`src/hdl/rotscl_pkg.sv`:
```
// shared constants and tables for the rotate and scale point pipeline
package rotscl_pkg;

   localparam int GUARD_BITS  = 14;
   localparam int SCALE_FRAC  = 12;
   localparam int ANGLE_BITS  = 16;
   localparam int SCALE_BITS  = 16;
   localparam int Z_BITS      = 32;
   localparam int MAX_STAGES  = 24;
   localparam int FIN_DEPTH   = 5;
   localparam int PROD_SPLIT  = 24;
   localparam int CSR_ADDR_BITS = 3;
   localparam int CSR_DATA_BITS = 32;

   // register index, taken from the word address bit
   localparam logic REG_ANGLE = 1'b0;
   localparam logic REG_SCALE = 1'b1;

   localparam logic [ANGLE_BITS-1:0] ANGLE_RESET = 16'd0;
   localparam logic [SCALE_BITS-1:0] SCALE_RESET = 16'd4096;

   // cordic gain 1/1.6467..., unsigned q0.32
   localparam logic [31:0] GAIN_Q32 = 32'd2608131496;

   // atan(2^-i), 2^32 units per turn
   localparam logic [Z_BITS-1:0] ATAN_TABLE [0:MAX_STAGES-1] = '{
      32'd536870912, 32'd316933406, 32'd167458907, 32'd85004756,
      32'd42667331,  32'd21354465,  32'd10679838,  32'd5340245,
      32'd2670163,   32'd1335087,   32'd667544,    32'd333772,
      32'd166886,    32'd83443,     32'd41722,     32'd20861,
      32'd10430,     32'd5215,      32'd2608,      32'd1304,
      32'd652,       32'd326,       32'd163,       32'd81
   };

endpackage

```
`src/hdl/rotscl_finish.sv`:
```
// gain correction, scaling, rounding and saturation of one coordinate
module rotscl_finish import rotscl_pkg::*; #(
   parameter int CB = 16,
   parameter int XW = 33
) (
   input  logic                  clock,
   input  logic                  enable,
   input  logic signed [XW-1:0]  coord,
   input  logic [SCALE_BITS-1:0] scale,
   output logic [CB-1:0]         result,
   output logic                  clip
);

   localparam int LO  = PROD_SPLIT;
   localparam int HW  = XW - LO;
   localparam int PLW = LO + 32;
   localparam int PHW = HW + 32;
   localparam int FW  = XW + 32;
   localparam int PW  = XW + SCALE_BITS;
   localparam int FB  = GUARD_BITS + SCALE_FRAC;
   localparam int NW  = PW + 1 - FB;
   localparam logic [PW:0]    HALF    = (PW+1)'(1) << (FB - 1);
   localparam logic [NW-1:0]  LIM     = NW'(1) << (CB - 1);
   localparam logic [NW-1:0]  LIM_M1  = LIM - NW'(1);
   localparam logic [CB-1:0]  MAX_OUT = {1'b0, {(CB-1){1'b1}}};
   localparam logic [CB-1:0]  MIN_OUT = {1'b1, {(CB-1){1'b0}}};

   // stage 1: magnitude
   logic           neg1_ff;
   logic [XW-1:0]  mag_ff, mag_in;
   // stage 2: split gain products
   logic           neg2_ff;
   logic [PLW-1:0] plo_ff, plo_in;
   logic [PHW-1:0] phi_ff, phi_in;
   // stage 3: gain-corrected magnitude
   logic           neg3_ff;
   logic [FW-1:0]  full;
   logic [XW-1:0]  gain_ff, gain_in;
   // stage 4: scaled magnitude
   logic           neg4_ff;
   logic [PW-1:0]  prod_ff, prod_in;
   // stage 5: rounded and saturated
   logic [PW:0]    biased;
   logic           under;
   logic [NW-1:0]  mag_round;
   logic           clip_in;
   logic [CB-1:0]  result_ff, result_in;
   logic           clip_ff;

   assign mag_in  = coord[XW-1] ? (~unsigned'(coord) + XW'(1)) : unsigned'(coord);
   assign plo_in  = PLW'(mag_ff[LO-1:0]) * PLW'(GAIN_Q32);
   assign phi_in  = PHW'(mag_ff[XW-1:LO]) * PHW'(GAIN_Q32);
   assign full    = {phi_ff, {LO{1'b0}}} + FW'(plo_ff);
   assign gain_in = full[FW-1:32];
   assign prod_in = PW'(gain_ff) * PW'(scale);

   // negative values round half toward zero, positive ones half away
   assign biased    = neg4_ff ? ({1'b0, prod_ff} - HALF) : ({1'b0, prod_ff} + HALF);
   assign under     = neg4_ff && ({1'b0, prod_ff} < HALF);
   assign mag_round = under ? '0 : biased[PW:FB];
   assign clip_in   = neg4_ff ? (mag_round > LIM) : (mag_round > LIM_M1);

   always_comb begin
      if (clip_in) begin
         result_in = neg4_ff ? MIN_OUT : MAX_OUT;
      end else if (neg4_ff) begin
         result_in = CB'(0) - mag_round[CB-1:0];
      end else begin
         result_in = mag_round[CB-1:0];
      end
   end

   always_ff @(posedge clock) begin
      if (enable) begin
         neg1_ff   <= coord[XW-1];
         mag_ff    <= mag_in;
         neg2_ff   <= neg1_ff;
         plo_ff    <= plo_in;
         phi_ff    <= phi_in;
         neg3_ff   <= neg2_ff;
         gain_ff   <= gain_in;
         neg4_ff   <= neg3_ff;
         prod_ff   <= prod_in;
         result_ff <= result_in;
         clip_ff   <= clip_in;
      end
   end

   assign result = result_ff;
   assign clip   = clip_ff;

endmodule

```
`config.mk`:
```
export PLATFORM = sky130hd
export DESIGN_NAME = rotscl_finish
export DESIGN_NICKNAME = d
export VERILOG_FILES = /design/src/hdl/rotscl_pkg.sv /design/src/hdl/rotscl_finish.sv
export SDC_FILE = /design/constraint.sdc
export NUM_CORES = 2
export LEC_CHECK = 0
export BUFFER_PORTS_ARGS = -buffer_cell sky130_fd_sc_hd__buf_2
export CORE_UTILIZATION = 35
export CTS_CLUSTER_SIZE = 25
export DETAILED_ROUTE_END_ITERATION = 12
export GPL_TIMING_DRIVEN = 0
export MAX_ROUTING_LAYER = met4
export PLACE_DENSITY = 0.5
export REMOVE_ABC_BUFFERS = 1
export SETUP_SLACK_MARGIN = 0.15
export SYNTH_ARGS = -nofsm -noshare
export SYNTH_HDL_FRONTEND = slang
export SYNTH_SLANG_ARGS = --single-unit
```
`constraint.sdc`:
```
create_clock -name clock -period 7.8 [get_ports clock]
set_clock_uncertainty 0.15 [all_clocks]
set_input_delay 0.39 -clock clock [delete_from_list [all_inputs] [get_ports clock]]
set_output_delay 0.39 -clock clock [all_outputs]
set_load 0.005 [all_outputs]
```
==> flow_summary.yaml <==
placement:
  place_inst: 5521
  dp_slack_ns: -1.19
  place_area_mm2: 0.0420
  dp_hpwl_um: 82600
  gp_congestion: 0.890
  io_buffers: 67
clock_network:
  cts_max_path_buffers: 2
  clock-root-buffer: "clkbuf_16"
  clock_sinks: 178
  clk_latency_ns: 0.47
  clk_pin_slew_ns: 0.08
  tritoncts: "done"
  cts_htree_levels: 4
  numCtsBuffers: 17
finish:
  final_common_cell: "inv_1"
  drive_above_1_share_pct: 6.03
  final_area_mm2: 0.0434
  final_cells: 5638
  areaGrowthSynthToFinish_pct: 8.15
  final_cell_mix: "inv_1, fa_1, ha_1"
  final_nets: 5436
drt:
  dr.pass1.iters: 5
  wl_per_cell_um: 18.3
  ant_nets: 0
  wl_um: 103000
  drt_iter0_drc: 1285
  drt-vias-per-instance: 4.84
  via_count: 27268
  drcViolationCount: 0
global_routing:
  grt_max_degree: 91
  antenna_found_initial: 1
  first_global_vias: 29376
  grt-ovfl-total: 0
  grt.total_usage_pct: 19.2
  grt_pass1_wl_um: 167000
synthesis:
  synth_top_area_share_pct: 40.0
  synth_compound_area_share_pct: 6.65
  yosys_most_used_dff: "edfxtp_1"
  yosys.area.top_type: "fa_1"
  synth_seq_cells: 178
  async_reset_ff_share_pct: 0
  synth_simple_gate_area_share_pct: 12.0
  synth-edff-count: 178
  syn_avg_cell_area_um2: 9.90
  seq_area_frac_synth_pct: 13.3
  synth_mux_area_share_pct: 0.252
  synth_top_family_by_area: "adder cells"
  synthesis.area_mm2: 0.0401
  netlist_instances: 4054
  synth_xor_area_share_pct: 3.29
  synthAdderAreaFrac_pct: 54.4
  synth_warnings: 0
  synth_area_leaders: "fa_1, ha_1, edfxtp_1"
  synth_cell_types: 78
floorplanning:
  core_area_mm2: 0.113
  ios: 68
  die_h_um: 341
  die_w_um: 341
  rows: 123
  dieArea_mm2: 0.116
  initial_core_util_pct: 35.5
worst_hold_path:
  holdPathStages: 2
  holdCritPathClass: "primary input to flop"
worst_setup_path:
  reg2reg_from: "mag_ff[5]"
  cp-start-kind: "flop"
  crit_chain: "fa_2 > inv_2 > fa_1 > fa_1 > inv_1 > fa_2 > fa_2 > fa_1 > inv_1 > fa_1 > inv_1 > ha_2 > nand3_2 > nor2_4 > o2111ai_1 > o211ai_1 > buf_4 > a2111oi_4 > buf_4 > o31ai_4 > buf_4 > a21oi_2 > xnor2_1"
  cp_slowest_cell: "fa_1"
  r2r_cells: 23
  max_stage_delay_ns: 0.63
  endpoint_kind: "flop"
  crit_end: "plo_ff[53]"
  r2r-end: "plo_ff[53]"
  cp_max_fo: 7
  ff2ff_setup_slack_ns: 0.37
  critPathKind: "flop to flop"
  cp_data_arrival_time_ns: 7.47
  cpMostUsedCell: "fa_1"
  worstPathRequired_ns: 7.84
  startpoint: "mag_ff[5]"
run:
  cap_violations: 0
timing:
  finalCritPeriodShare_pct: 95.3
  setup_ws_ns: 0.368
  drv_slew: 0
  worst_slew_pin_slew_ns: 1.27
  rsz0062_at_grt: "true"
  setup_tns_ns: 0
  finalCriticalPeriod_ns: 7.43
  slew_headroom_pct: 15.2
  setup_violations: 0
  timing.fmax_ghz: 0.135
  finalHoldViolations: 0
status:
  status: "completed"
## metrics by stage
step	util (%)	hold slack (ns)
floorplan	-	0.250
global placement	37.1	0.250
detailed placement	37.1	0.256
CTS	37.9	0.0354
global route	38.4	0.0544
finish	38.4	0.0729
## per-layer routing
layer  GRT usage, %  part of all wire [%]  up-vias
li1               -                     -    12808
met1           26.8                    49    13911
met2           29.9                    46      483
met3           2.42                   3.9       66
met4           4.25                   1.8        0
met5              -                     0        -
## worst max-delay path, delay by kind of cell, from the launching register on
family / cells / cell delay (ns)
xor+xnor: 1 / 0.49
simple gates: 2 / 0.32
fa+ha+maj: 8 / 4.19
flops: 1 / 0.54
compound gates: 5 / 0.69
buf+inv: 7 / 0.77
## repair_timing
action / in CTS / in global routing
buffers inserted: 26 / 53
hold buffers: 1 / 0
gates resized for setup: 23 / 32
pin swaps: 6 / 14
endpoints found under the hold margin: 1 / 0
endpoints found under the setup margin: 9 / 13
## synth_stat cells, types with 15 or more instances
library cell,n
a211oi_1,17
or2_2,15
or3_1,17
nand3_1,41
nor2_1,111
nand4_1,27
clkbuf_1,94
a21o_1,50
xor2_1,55
nand2b_1,18
fa_1,802
nand2_1,411
a31oi_1,17
o21ai_0,66
edfxtp_1,178
and2_1,228
a21oi_1,110
ha_1,463
inv_1,962
o21bai_1,17
nor3_1,38
xnor2_1,96
o21a_1,19
## state kept, by name, indices dropped and copies added (netlist names)
signal   flops
clip         1
gain_ff     33
mag_ff      33
neg1_ff      1
neg2_ff      1
neg3_ff      1
neg4_ff      1
phi_ff      38
plo_ff      29
prod_ff     24
result      16
## layout make-up
type | count | area [um^2]
fillers | 11338 | 69700
clock inverters | 13 | 128
clock buffers | 18 | 429
multi-input cells | 2812 | 31000
well taps | 1500 | 1880
flip-flops and latches | 178 | 5350
diodes | 6 | 15.0
inverters | 962 | 3610
repair buffers | 149 | 996
## cells by family (layout without fill, tap and decap cells)
group                      after synthesis  in the layout
muxes                                   10             10
other                                    0              6
adders and majority gates             1265           1265
DFF                                    178            178
and+or+nand+nor                        980            980
AOI/OAI and AO/OA                      406            406
buffers and inverters                 1064           1142
xor gates and xnor gates               151            151
## worst min path at each step
| stage | from | end | slack, ns |
|---|---|---|---|
| 2_1_floorplan | neg1_ff | neg2_ff | 0.25 |
| 3_3_place_gp | neg1_ff | neg2_ff | 0.25 |
| 4_1_cts | coord[21] | mag_ff[21] | 0.04 |
| 3_5_place_dp | neg1_ff | neg2_ff | 0.26 |
| 6_report | coord[21] | mag_ff[21] | 0.07 |
| 5_1_grt | coord[21] | mag_ff[21] | 0.05 |
Power is not shown: default switching activity piles up to over one toggle a cycle in this logic, so the estimate is an artifact.
